[src/hdl/cfb_pkg.sv]
// Package for the command frame builder: operation codes, sequencer states,
// register indexes, frame geometry and the CRC-8 byte update.
// No dependencies.
package cfb_pkg;

  localparam int MAX_PAYLOAD = 16;

  // Frame overhead: sync, code, length and CRC bytes.
  localparam int FRAME_OVERHEAD = 4;
  localparam int FRAME_W = $clog2(MAX_PAYLOAD + FRAME_OVERHEAD + 1);
  localparam int LEN_W = $clog2(MAX_PAYLOAD + 1);
  localparam int PIDX_W = $clog2(MAX_PAYLOAD);

  localparam int MOTOR_LEN = 16;
  localparam int SUBSCRIBE_LEN = 2;
  localparam int UNSUBSCRIBE_LEN = 0;

  localparam logic [7:0] CRC_POLY = 8'h07;
  localparam logic [7:0] SYNC_RESET = 8'hAA;
  localparam logic [7:0] CODE_MOTOR_RESET = 8'h31;
  localparam logic [7:0] CODE_SUBSCRIBE_RESET = 8'h40;
  localparam logic [7:0] CODE_UNSUBSCRIBE_RESET = 8'h41;

  // Fixed byte positions at the head of every frame.
  localparam logic [FRAME_W-1:0] POS_SYNC = FRAME_W'(0);
  localparam logic [FRAME_W-1:0] POS_CODE = FRAME_W'(1);
  localparam logic [FRAME_W-1:0] POS_LEN = FRAME_W'(2);
  localparam logic [FRAME_W-1:0] POS_PAYLOAD = FRAME_W'(3);

  typedef enum logic [1:0] {
    OP_MOTOR       = 2'd0,
    OP_STOP        = 2'd1,
    OP_SUBSCRIBE   = 2'd2,
    OP_UNSUBSCRIBE = 2'd3
  } op_t;

  typedef enum logic [1:0] {
    REG_SYNC             = 2'd0,
    REG_CODE_MOTOR       = 2'd1,
    REG_CODE_SUBSCRIBE   = 2'd2,
    REG_CODE_UNSUBSCRIBE = 2'd3
  } reg_index_t;

  typedef enum logic [1:0] {
    ST_IDLE,
    ST_REFUSE,
    ST_EMIT
  } state_t;

  // CRC-8, MSB first, one byte per call.
  function automatic logic [7:0] crc8_update(input logic [7:0] crc, input logic [7:0] data);
    logic [7:0] c;
    c = crc ^ data;
    for (int k = 0; k < 8; k++) begin
      if (c[7]) begin
        c = {c[6:0], 1'b0} ^ CRC_POLY;
      end else begin
        c = {c[6:0], 1'b0};
      end
    end
    return c;
  endfunction

endpackage

[src/hdl/command_frame_builder_crc8_top.sv]
// Command frame builder: turns one command request into a byte frame
// (sync, code, length, payload, CRC-8), or one no_room byte. Depends on cfb_pkg.
// The first frame byte is loaded into the output register from the emit state.
// A request occupies the sequencer until its whole frame, or the refusal byte, is
//   sent; the single CRC update unit and output register handle one byte per cycle
//   while byte_stall does not hold the output.
// Reset: rst is synchronous, active high; clears the sequencer, output valid and
//   CRC state, and loads the configuration registers with their defaults.
module command_frame_builder_crc8_top (
  input  logic                clk,
  input  logic                rst,
  // request channel
  input  logic                req_valid,
  output logic                req_stall,
  input  cfb_pkg::op_t        operation,
  input  logic signed [31:0]  setpoint_a,
  input  logic signed [31:0]  setpoint_b,
  input  logic signed [31:0]  setpoint_c,
  input  logic signed [31:0]  setpoint_d,
  input  logic [15:0]         report_interval,
  input  logic [15:0]         room,
  // frame byte channel
  output logic                byte_valid,
  input  logic                byte_stall,
  output logic [7:0]          frame_byte,
  output logic                last_byte,
  output logic                no_room,
  // configuration write port
  input  logic                cfg_write,
  input  logic [1:0]          cfg_index,
  input  logic [7:0]          cfg_data
);
  import cfb_pkg::*;

  // Configuration registers.
  logic [7:0] sync_byte;
  logic [7:0] code_motor;
  logic [7:0] code_subscribe;
  logic [7:0] code_unsubscribe;

  // Sequencer and frame state.
  state_t             state;
  state_t             state_next;
  logic [FRAME_W-1:0] byte_position;
  logic [FRAME_W-1:0] frame_length;
  logic [LEN_W-1:0]   payload_len;
  logic [7:0]         crc_accumulator;
  logic [7:0]         held_code;
  logic [7:0]         payload_store [MAX_PAYLOAD];

  // Decode of the incoming request.
  logic               req_take;
  logic [LEN_W-1:0]   req_len;
  logic [FRAME_W-1:0] req_total;
  logic [7:0]         req_code;
  logic               req_refuse;
  logic [127:0]       motor_bytes;

  // Byte emission.
  logic               out_free;
  logic               emit_fire;
  logic               refuse_fire;
  logic               at_last;
  logic [FRAME_W-1:0] payload_offset;
  logic [7:0]         emit_byte;
  logic               crc_covers;

  // ---------------------------------------------------------------------
  // Configuration writes: taken any time; the user must issue them only while idle.
  // ---------------------------------------------------------------------
  always_ff @(posedge clk) begin
    if (rst) begin
      sync_byte        <= SYNC_RESET;
      code_motor       <= CODE_MOTOR_RESET;
      code_subscribe   <= CODE_SUBSCRIBE_RESET;
      code_unsubscribe <= CODE_UNSUBSCRIBE_RESET;
    end else if (cfg_write) begin
      case (reg_index_t'(cfg_index))
        REG_SYNC:             sync_byte        <= cfg_data;
        REG_CODE_MOTOR:       code_motor       <= cfg_data;
        REG_CODE_SUBSCRIBE:   code_subscribe   <= cfg_data;
        REG_CODE_UNSUBSCRIBE: code_unsubscribe <= cfg_data;
        default: ;
      endcase
    end
  end

  // ---------------------------------------------------------------------
  // Request decode: payload length, code and room check.
  // ---------------------------------------------------------------------
  always_comb begin
    case (operation)
      OP_MOTOR, OP_STOP: begin
        req_len  = LEN_W'(MOTOR_LEN);
        req_code = code_motor;
      end
      OP_SUBSCRIBE: begin
        req_len  = LEN_W'(SUBSCRIBE_LEN);
        req_code = code_subscribe;
      end
      default: begin
        req_len  = LEN_W'(UNSUBSCRIBE_LEN);
        req_code = code_unsubscribe;
      end
    endcase
  end

  assign req_total   = FRAME_W'(req_len) + FRAME_W'(FRAME_OVERHEAD);
  assign req_refuse  = (room < 16'(req_total));
  // Little-endian setpoints, setpoint_a first; stop sends all zeros.
  assign motor_bytes = (operation == OP_MOTOR) ?
                       {setpoint_d, setpoint_c, setpoint_b, setpoint_a} : '0;

  // ---------------------------------------------------------------------
  // Sequencer: next state.
  // ---------------------------------------------------------------------
  assign out_free = !byte_valid || !byte_stall;
  assign at_last  = (byte_position == frame_length - FRAME_W'(1));

  always_comb begin
    state_next = state;
    case (state)
      ST_IDLE: begin
        if (req_valid) begin
          state_next = req_refuse ? ST_REFUSE : ST_EMIT;
        end
      end
      ST_REFUSE: begin
        if (out_free) begin
          state_next = ST_IDLE;
        end
      end
      ST_EMIT: begin
        if (out_free && at_last) begin
          state_next = ST_IDLE;
        end
      end
      default: state_next = ST_IDLE;
    endcase
  end

  // ---------------------------------------------------------------------
  // Sequencer: control outputs.
  // ---------------------------------------------------------------------
  always_comb begin
    req_stall   = 1'b1;
    emit_fire   = 1'b0;
    refuse_fire = 1'b0;
    case (state)
      ST_IDLE:   req_stall   = 1'b0;
      ST_REFUSE: refuse_fire = out_free;
      ST_EMIT:   emit_fire   = out_free;
      default:   req_stall   = 1'b1;
    endcase
  end

  assign req_take = req_valid && !req_stall;

  // Select the byte for the current position; sync and CRC bytes are not covered.
  assign payload_offset = byte_position - POS_PAYLOAD;

  always_comb begin
    crc_covers = 1'b0;
    if (byte_position == POS_SYNC) begin
      emit_byte = sync_byte;
    end else if (at_last) begin
      emit_byte = crc_accumulator;
    end else if (byte_position == POS_CODE) begin
      emit_byte  = held_code;
      crc_covers = 1'b1;
    end else if (byte_position == POS_LEN) begin
      emit_byte  = 8'(payload_len);
      crc_covers = 1'b1;
    end else begin
      emit_byte  = payload_store[payload_offset[PIDX_W-1:0]];
      crc_covers = 1'b1;
    end
  end

  // ---------------------------------------------------------------------
  // Control registers.
  // ---------------------------------------------------------------------
  always_ff @(posedge clk) begin
    if (rst) begin
      state           <= ST_IDLE;
      byte_position   <= '0;
      crc_accumulator <= '0;
      frame_length    <= '0;
      held_code       <= '0;
      payload_len     <= '0;
      byte_valid      <= 1'b0;
    end else begin
      state <= state_next;
      if (req_take) begin
        // Start a fresh frame: hold code and length, clear position and CRC.
        byte_position   <= '0;
        crc_accumulator <= '0;
        held_code       <= req_code;
        payload_len     <= req_len;
        if (!req_refuse) begin
          frame_length <= req_total;
        end
      end else if (emit_fire) begin
        byte_position <= at_last ? '0 : byte_position + FRAME_W'(1);
        if (crc_covers) begin
          crc_accumulator <= crc8_update(crc_accumulator, emit_byte);
        end
      end

      // Output register: load on a fire, drop once taken downstream.
      if (emit_fire || refuse_fire) begin
        byte_valid <= 1'b1;
      end else if (!byte_stall) begin
        byte_valid <= 1'b0;
      end
    end
  end

  // ---------------------------------------------------------------------
  // Output payload register.
  // ---------------------------------------------------------------------
  always_ff @(posedge clk) begin
    if (refuse_fire) begin
      frame_byte <= 8'h00;
      last_byte  <= 1'b1;
      no_room    <= 1'b1;
    end else if (emit_fire) begin
      frame_byte <= emit_byte;
      last_byte  <= at_last;
      no_room    <= 1'b0;
    end
  end

  // ---------------------------------------------------------------------
  // Payload store: loaded all at once when a motor, stop or subscribe request is taken.
  // ---------------------------------------------------------------------
  always_ff @(posedge clk) begin
    if (req_take) begin
      for (int i = 0; i < MAX_PAYLOAD; i++) begin
        if ((operation == OP_MOTOR || operation == OP_STOP) && i < MOTOR_LEN) begin
          payload_store[i] <= motor_bytes[8*i +: 8];
        end else if (operation == OP_SUBSCRIBE && i < SUBSCRIBE_LEN) begin
          payload_store[i] <= report_interval[8*(i % SUBSCRIBE_LEN) +: 8];
        end
      end
    end
  end

endmodule
[config.mk]
export PLATFORM = sky130hd
export DESIGN_NAME = command_frame_builder_crc8_top
export DESIGN_NICKNAME = d
export VERILOG_FILES = /design/src/hdl/cfb_pkg.sv /design/src/hdl/command_frame_builder_crc8_top.sv
export SDC_FILE = /design/constraint.sdc
export NUM_CORES = 1
export LEC_CHECK = 0
export BUFFER_PORTS_ARGS = -buffer_cell sky130_fd_sc_hd__buf_2
export CAP_MARGIN = 20
export CORE_MARGIN = 5
export CORE_UTILIZATION = 40
export DETAILED_ROUTE_END_ITERATION = 8
export SYNTH_ARGS = -nofsm -noshare
export SYNTH_HDL_FRONTEND = slang
export SYNTH_SLANG_ARGS = --single-unit
[constraint.sdc]
create_clock -name clk -period 8.9 [get_ports clk]
set_input_delay 0.89 -clock clk [delete_from_list [all_inputs] [get_ports clk]]
set_output_delay 0.89 -clock clk [all_outputs]
set_load 0.05 [all_outputs]
# Word-level counts from Yosys, hierarchy flattened
# Memories as Yosys holds them, arrays and structs flattened.
# Index checks and enable logic that the tools add are counted.
# word_totals
register_bits	76
mem_bits_rw	128
inputBits	177
elab_cells	131
mem_count	1
# memory_table
memory	words	width	rd	rd_clocked_by_memory_dff	wr	line_no	text
payload_store	16	8	1	0	16	command_frame_builder_crc8_top.sv:49	logic [7:0] payload_store [MAX_PAYLOAD];
# op_classes
add_sub_neg	4
magnitude_cmp	1
eq_ne	14
mux	65
bitwise_logic	12
reduce_logical	20
# ops
operator	count
two-way mux 8 bit	34
two-way mux 128 bit	1
two-way mux 3 bit	8
inverter 3 bit	8
< comparator 16 x 5 -> 1 bit	1
one-hot mux 8 bit (2 select lines)	1
two-way mux 1 bit	14
AND reduction 2 bit	6
one-hot mux 5 bit (2 select lines)	1
== test 2 bit (second input constant)	4
two-way mux 2 bit	4
XOR 8 bit	1
== test 2 x 1 -> 1 bit (second input constant)	3
logical NOT 2 bit	3
inequality test 2 bit (second input constant)	3
one-hot mux 2 bit (3 select lines)	1
adder 5 x 1 -> 5 bit (second input constant)	1
adder 5 x 3 -> 5 bit (second input constant)	1
== test 5 x 1 -> 1 bit (second input constant)	1
== test 5 x 2 -> 1 bit (second input constant)	1
== test 5 bit	1
logical NOT 5 bit	1
two-way mux 5 bit	1
subtractor 5 x 1 -> 5 bit (second input constant)	1
other kinds (9)	15

# Longest topological paths before layout
# Gate-level depths: netlist of run 1.
# An unclocked memory read counts as a cell.
# depth
depth_word	51
ltp_mapped	16
depth_no_buf	12

# Worst setup path after synthesis of run 1
# OpenSTA, ideal clock, no wires.
# synth_path
path_kind	in2reg
start	in operation[1]
end	mem payload_store[10][0] (enable)
arrival_time_ps	6015
required_ps	8314
slack_ps	2299
cell_stages	3
path_buffers	2
cell_sequence	clkbuf_1 -> clkbuf_1 -> nor2_1
# synth_rtl
item	line_no	text
start, declared	command_frame_builder_crc8_top.sv:15	input cfb_pkg::op_t operation,
end, declared	command_frame_builder_crc8_top.sv:49	

# Worst setup path after layout of run 1
# layout_path
start	reg byte_position[0]
end	reg crc_accumulator[0]
# layout_via
elab_chain_len	40
# layout_lines
item	line_no	text
start, declared	command_frame_builder_crc8_top.sv:44	logic [FRAME_W-1:0] byte_position;
start signal, assigned	command_frame_builder_crc8_top.sv:204	byte_position <= at_last ? '0 : byte_position + FRAME_W'(1);
subtractor 4 x 2 -> 4 bit	command_frame_builder_crc8_top.sv:160	assign payload_offset = byte_position - POS_PAYLOAD;
memory read (16 x 8 bit)	n/a	
two-way mux 8 bit	command_frame_builder_crc8_top.sv:171	end else if (byte_position == POS_LEN) begin
two-way mux 8 bit	command_frame_builder_crc8_top.sv:168	end else if (byte_position == POS_CODE) begin
two-way mux 8 bit	command_frame_builder_crc8_top.sv:166	end else if (at_last) begin
two-way mux 8 bit	command_frame_builder_crc8_top.sv:164	if (byte_position == POS_SYNC) begin
XOR 8 bit	cfb_pkg.sv:53	c = crc ^ data;
inverter 3 bit (no line)	n/a	
[... 24 more ...]	n/a	
two-way mux 8 bit	command_frame_builder_crc8_top.sv:203	end else if (emit_fire) begin
two-way mux 8 bit	command_frame_builder_crc8_top.sv:194	if (req_take) begin
two-way mux 8 bit	command_frame_builder_crc8_top.sv:184	if (rst) begin
two-way mux 8 bit	command_frame_builder_crc8_top.sv:205	if (crc_covers) begin
two-way mux 8 bit	command_frame_builder_crc8_top.sv:203	
two-way mux 8 bit	command_frame_builder_crc8_top.sv:194	
two-way mux 8 bit	command_frame_builder_crc8_top.sv:184	
two-way mux 3 bit	cfb_pkg.sv:55	if (c[7]) begin
end signal, assigned	command_frame_builder_crc8_top.sv:206	crc_accumulator <= crc8_update(crc_accumulator, emit_byte);
end, declared	command_frame_builder_crc8_top.sv:47	logic [7:0] crc_accumulator;
# Several ways; a longest one is shown, not always the timed one. The select of a mux whose other input is x is not followed.
# A chain may end at the register's enable or synchronous reset.

==> metrics.md, run 1 <==
| Metric | Value |
|---|---|
| Run status | completed |
| Yosys warning count | 0 |
| Final Setup Violations | 0 |
| Xor and xnor area share after synthesis | 2.06% |
| Skew-Pair Late Insertion Delay | 450 ps |
| CP Launch Type | flip-flop |
| VDD IR max | 0.000123 V |
| I/O Pins | 189 |
| Synthesized area per cell | 11.7 µm² |
| Via density | 5.14 |
| Hold Path Class | reg -> reg |
| Hold wc startpoint | code_subscribe[3]$_SDFFE_PP0P_ |
| Core box area | 23500 µm² |
| Arrival @ worst endpoint | 4950 ps |
| Worst Setup End Kind | flip-flop |
| Post-route insts no fill | 1307 |
| Setup Buffers After CTS | 0 |
| CTS max path bufs | 2 |
| DR iter-0 viols | 522 |
| CTS Sinks | 199 |
| Adder-cell area share of the yosys netlist | 0.788% |
| Yosys top cell by area | edfxtp_1 |
| Ys flop type | edfxtp_1 |
| Placed insts | 1276 |
| Die area | 27000 µm² |
| Synth top area share | 40.3% |
| Post-route minimum period | 4630 ps |
| Lkg Pwr | 4.43 nW |
| Seq/Total Area, Yosys | 55.2% |
| CTS Buf Count | 17 |
| Synth Instances | 814 |
| Chip height | 164 µm |
| Most common library cells after synthesis | edfxtp_1 (128), and2_1 (116), dfxtp_1 (71) |
| HPWL after DPL | 16.3 mm |
| R2R Setup Slk | 4270 ps |
| Most frequent cell after synthesis | edfxtp_1 |
| Slew of the pin with the lowest slew margin | 1040 ps |
| Post-synth ARST share | 0% |
| Setup TNS | 0 ps |
| Vias after detailed routing | 6713 |
| CP required | 9220 ps |
| Max_slew headroom | 31.0% |
| Row Count | 56 |
| Number of antenna violations at the first check in global routing | 3 |
| Max Cap Violations | 0 |
| Worst flop-to-flop path startpoint | byte_position[0]$_SDFFE_PP0P_ |
| Residual DRC | 0 |
| Max Clock Freq | 216 MHz |
| Simple-gate area share of the yosys netlist | 17.6% |
| CTS H-Tree Depth | 4 |
| Total Wirelength | 22.7 mm |
| Post-synthesis compound-gate area fraction | 10.2% |
| Clock Pin Slew Worst Setup and Hold Paths | 80 ps |
| Nets@finish | 1159 |
| Die Wd | 164 µm |
| PortBufs | 187 |
| CP max FO | 34 |
| Power Density | 186 nW/µm² |
| Drt pass-1 iters | 5 |
| Layout area overhead | 18.6% |
| Largest family of logic cells by synthesized area | simple AND/OR/NAND/NOR gates |
| Crit. Startpoint | byte_position[0]$_SDFFE_PP0P_ |
| Critical path class | reg -> reg |
| Post-Route Skew | 17.1 ps |
| Post-cts sizing count | 0 |
| Vias in the first global route | 6786 |
| First-pass GRT wire length | 36.0 mm |
| Total Routing Usage GR | 17.1% |
| Initial Util | 40.6% |
| Post-synth EDFFs | 128 |
| Syn_nets | 997 |
| WL per Instance | 17.4 µm |
| # diodes | 0 |
| Period utilization | 52.1% |
| Yosys reg bits | 199 |
| Largest cells by area after synthesis | edfxtp_1 (40%), dfxtp_1 (15%), and2_1 (7.6%), mux4_2 (5.9%), a21oi_1 (3.2%) |
| Fraction of layout cells with a size suffix above 1 | 27.9% |
| Final hold violation count | 0 |
| RSZ-0062 raised after global routing | no |
| ANT nets after route | 0 |
| Mux share of post-synthesis cell area | 11.3% |
| Largest net degree at the start of global routing | 129 |
| Synthesized cell area | 9530 µm² |
| Yosys cell types | 64 |
| Placer Congestion | 0.871 |
| Global route overflow | 0 |
| Clock Tree Root | clkbuf_16 |
| CTS tree | yes |
| Hold-fix buffers, CTS | 0 |
| Fin. max-slew vios | 0 |
==> cell families (layout without fill, tap and decap cells) <==
family / after synthesis / in the layout
AO/OA/AOI/OAI: 146 / 146
XOR/XNOR: 17 / 17
adder cells (fa/ha/maj): 6 / 6
buffers and inverters: 59 / 233
flip-flops: 199 / 199
multiplexers: 66 / 66
AND/OR/NAND/NOR: 321 / 321
==> critical path, stage by stage (launching register included) <==
cell,delay (ps)
dfxtp_2,320
buf_4,470
inv_1,310
ha_2,1050
mux4_2,400
nor2b_1,140
a211oi_1,360
a21oi_1,180
a221oi_1,290
or3_1,240
nand3_1,140
and3_4,220
o311ai_4,260
o41ai_2,100
==> metrics by stage <==
step,setup slack (ps),area [µm²],util (%),hold WS (ps),power (mW)
finish,4270,11300,48.2,458,2.11
global route,3880,11300,48.2,467,2.20
CTS,4150,11300,48.2,457,2.13
detailed placement,4180,10700,45.6,443,1.37
global placement,4190,10700,45.6,436,1.36
floorplan,2300,9530,-,436,1.27
==> final cells by class <==
| type | instances | area, µm² |
|---|---|---|
| fillers | 2160 | 12200 |
| flip-flops and latches | 199 | 5270 |
| multi-input cells | 556 | 4020 |
| repair buffers | 195 | 996 |
| clock buffers | 17 | 425 |
| well taps | 319 | 399 |
| clock inverters | 14 | 166 |
| inverters | 7 | 26.3 |
==> cells in the final DEF, fill, tap and decap left out, types with 3 or more instances in the layout <==
cell type | Yosys | routed
and2_1 | 116 | 116
mux2i_1 | 30 | 30
xnor2_1 | 7 | 7
a211oi_1 | 14 | 14
inv_8 | 0 | 3
dfxtp_1 | 71 | 70
inv_6 | 0 | 5
nor3_1 | 10 | 10
ha_1 | 6 | 5
edfxtp_1 | 128 | 128
inv_1 | 7 | 7
and3_1 | 6 | 6
nand2_1 | 70 | 70
clkbuf_16 | 0 | 17
nand2b_1 | 8 | 8
mux4_2 | 25 | 25
or3_1 | 6 | 6
a221oi_1 | 3 | 3
nand3b_1 | 7 | 7
mux4_1 | 6 | 6
buf_2 | 5 | 187
clkinv_8 | 0 | 4
a211o_1 | 4 | 4
mux2_2 | 5 | 5
nor2_1 | 64 | 62
a21oi_1 | 60 | 59
nor4_1 | 5 | 5
a21o_1 | 3 | 3
o21ai_0 | 20 | 20
nand3_1 | 11 | 11
nor2b_1 | 6 | 6
xor2_1 | 6 | 6
or2_2 | 3 | 3
buf_4 | 3 | 8
a22o_1 | 18 | 18
==> path summary, 6_finish.rpt <==
| check | endpoint | cells past startpoint |
|---|---|---|
| max | crc_accumulator[0]$_SDFFE_PP0P_ | 13 |
| min | code_subscribe[3]$_SDFFE_PP0P_ | 2 |
| max reg2reg | crc_accumulator[0]$_SDFFE_PP0P_ | 13 |
| min reg2reg | code_subscribe[3]$_SDFFE_PP0P_ | 2 |
==> per-layer routing <==
layer / global-route usage (%) / wire, µm / up-vias
met3: 4.87 / 1850 / 26
met2: 27.8 / 10800 / 234
met4: 4.46 / 257 / 6
li1: - / - / 3282
met1: 22.7 / 9800 / 3165
met5: 0 / 26 / -
==> power breakdown <==
part	switching, mW	leakage (nW)	internal [mW]
Sequential	0.0173	1.83	1.03
Combinational	0.173	2.32	0.122
Clock	0.387	0.285	0.380
==> registers in the layout, indices dropped and copies added, names as in the netlist <==
register          cells
state                 2
frame_byte            8
code_subscribe        8
code_motor            8
payload_store       128
crc_accumulator       8
code_unsubscribe      8
sync_byte             8
frame_length          3
no_room               1
last_byte             1
byte_position         5
byte_valid            1
held_code             8
payload_len           2
(Power assumes the default switching activity.)
==> run 2: changes to the inputs <==
- clock period: 8.9 -> 4.4 ns (I/O delays scaled with it)
==> metrics.md, run 2 (synthesis gave the netlist of run 1 again) <==
| Metric | Value |
|---|---|
| Post-route insts no fill | 1314 |
| Worst flop-to-flop path startpoint | byte_position[0]$_SDFFE_PP0P_ |
| Post-Route Skew | 10.7 ps |
| Final Setup Violations | 0 |
| Biggest register | payload_store |
| Total Routing Usage GR | 17.0% |
| Placed insts | 1282 |
| CTS Sinks | 199 |
| CTS Buf Count | 17 |
| Hold Crit Depth | 2 |
| R2R cell count | 12 |
| Arrival @ worst endpoint | 4090 ps |
| Row Count | 56 |
| Hold Path Class | in -> reg |
| # diodes | 0 |
| CP Launch Type | flip-flop |
| Via density | 5.11 |
| Drt pass-1 iters | 5 |
| Setup Buffers After CTS | 0 |
| Most frequent cells in the layout | buf_2 (187), edfxtp_1 (128), and2_1 (116) |
| Die area | 27000 µm² |
| Slew of the pin with the lowest slew margin | 967 ps |
| Post-cts sizing count | 0 |
| DR iter-0 viols | 420 |
| Die Wd | 164 µm |
| Total Wirelength | 22.8 mm |
| CTS max path bufs | 2 |
| Worst Setup End Kind | flip-flop |
| Max Clock Freq | 268 MHz |
| HPWL after DPL | 16.8 mm |
| ANT nets after route | 0 |
| CTS tree | yes |
| Global route overflow | 0 |
| Reg area | 5270 µm² |
| Max FFs per register | 128 |
| Vias in the first global route | 6666 |
| Core box area | 23500 µm² |
| Most common cell after layout, fill and taps aside | buf_2 |
| Crit. Startpoint | byte_position[0]$_SDFFE_PP0P_ |
| Power Density | 378 nW/µm² |
| Critical path class | reg -> reg |
| Multi-input logic area | 4020 µm² |
| Max Cap Violations | 0 |
| Period utilization | 84.8% |
| Max_slew headroom | 35.5% |
| Fraction of layout cells with a size suffix above 1 | 28.3% |
| Run status | completed |
| CP max FO | 17 |
| Residual DRC | 0 |
| Fill cells | 2173 |
| R2r endpoint | crc_accumulator[2]$_SDFFE_PP0P_ |
| Post-route minimum period | 3730 ps |
| CTS H-Tree Depth | 4 |
| Worst path max stage delay | 600 ps |
| Skew-Pair Late Insertion Delay | 440 ps |
| Chip height | 164 µm |
| Setup TNS | 0 ps |
| Fin. max-slew vios | 0 |
| R2R Setup Slk | 670 ps |
| Nets@finish | 1165 |
| Clock Pin Slew Worst Setup and Hold Paths | 80 ps |
| Placer Congestion | 0.872 |
| CP most frequent cell | mux2i_1 |
| Clock Tree Root | clkbuf_16 |
| WL per Instance | 17.4 µm |
| Critical Path Sink | crc_accumulator[2]$_SDFFE_PP0P_ |
| CP Cell Sequence | inv_1, ha_2, buf_12, mux4_1, mux2i_1, mux2i_1, a22o_1, a221o_1, and2_2, xnor3_1, nor4_1, o21bai_1 |
| VDD IR max | 0.000244 V |
| Final hold violation count | 0 |
| PortBufs | 187 |
| Initial Util | 40.6% |
| CP required | 4760 ps |
| Slowest cell on the critical path | ha_2 |
| Layout area overhead | 19.6% |
| I/O Pins | 189 |
| Vias after detailed routing | 6710 |
| Number of antenna violations at the first check in global routing | 0 |
| Largest net degree at the start of global routing | 95 |
| Lkg Pwr | 4.48 nW |
| First-pass GRT wire length | 35.6 mm |
| RSZ-0062 raised after global routing | no |
| Hold-fix buffers, CTS | 0 |
==> run 2: worst min path at each step <==
stage / from / endpoint / slack (ps)
after floorplan: code_subscribe[0]$_SDFFE_PP0P_ / code_subscribe[0]$_SDFFE_PP0P_ / 440
after global placement: no_room$_SDFFE_PP1P_ / no_room$_SDFFE_PP1P_ / 430
after detailed placement: code_subscribe[4]$_SDFFE_PP0P_ / code_subscribe[4]$_SDFFE_PP0P_ / 450
after CTS: setpoint_c[1] / payload_store[8][1]$_SDFFCE_PP0P_ / 260
after global routing: setpoint_b[21] / payload_store[6][5]$_SDFFCE_PP0P_ / 270
final: setpoint_b[16] / payload_store[6][0]$_SDFFCE_PP0P_ / 270
==> run 2: metrics by stage <==
| stage | hold slack [ps] | utilization [%] | cell area (µm²) | worst slack [ps] | total power [mW] |
|---|---|---|---|---|---|
| 3_3_place_gp | 432 | 46.0 | 10800 | 758 | 2.76 |
| 4_1_cts | 260 | 48.6 | 11400 | 649 | 4.35 |
| 3_5_place_dp | 446 | 46.0 | 10800 | 671 | 2.77 |
| 2_1_floorplan | 436 | - | 9530 | 156 | 2.56 |
| 6_report | 272 | 48.6 | 11400 | 671 | 4.31 |
| 5_1_grt | 267 | 48.6 | 11400 | 457 | 4.49 |
==> run 2: layer usage <==
layer  vias up  GRT usage, %  part of all wire, %
li1       3294             -                    -
met1      3198          23.2                   45
met2       197          27.1                   47
met3        19          4.17                  6.3
met4         2          4.12                  1.0
met5         -          2.08                 0.30
==> run 2: final cells by class <==
type	count	share of cell area (%)
sequential	199	46.2
multi-input combinational	556	35.3
inverter	7	0.231
tap	319	3.50
clock buffer	18	3.77
timing repair buffer	201	9.46
clock inverter	14	1.53
==> run 2: critical path, delay by kind of cell, from the launching register on <==
| kind | cells | cell delay (ps) |
|---|---|---|
| AOI/OAI and AO/OA | 3 | 810 |
| xor gates and xnor gates | 1 | 360 |
| adders and majority gates | 1 | 600 |
| buffers and inverters | 2 | 410 |
| DFF | 1 | 430 |
| muxes | 3 | 670 |
| and+or+nand+nor | 2 | 370 |
==> run 2: report_power, final <==
part / internal [mW] / switching [mW]
sequential: 2.08 / 0.0360
combinational: 0.252 / 0.354
clock: 0.820 / 0.772
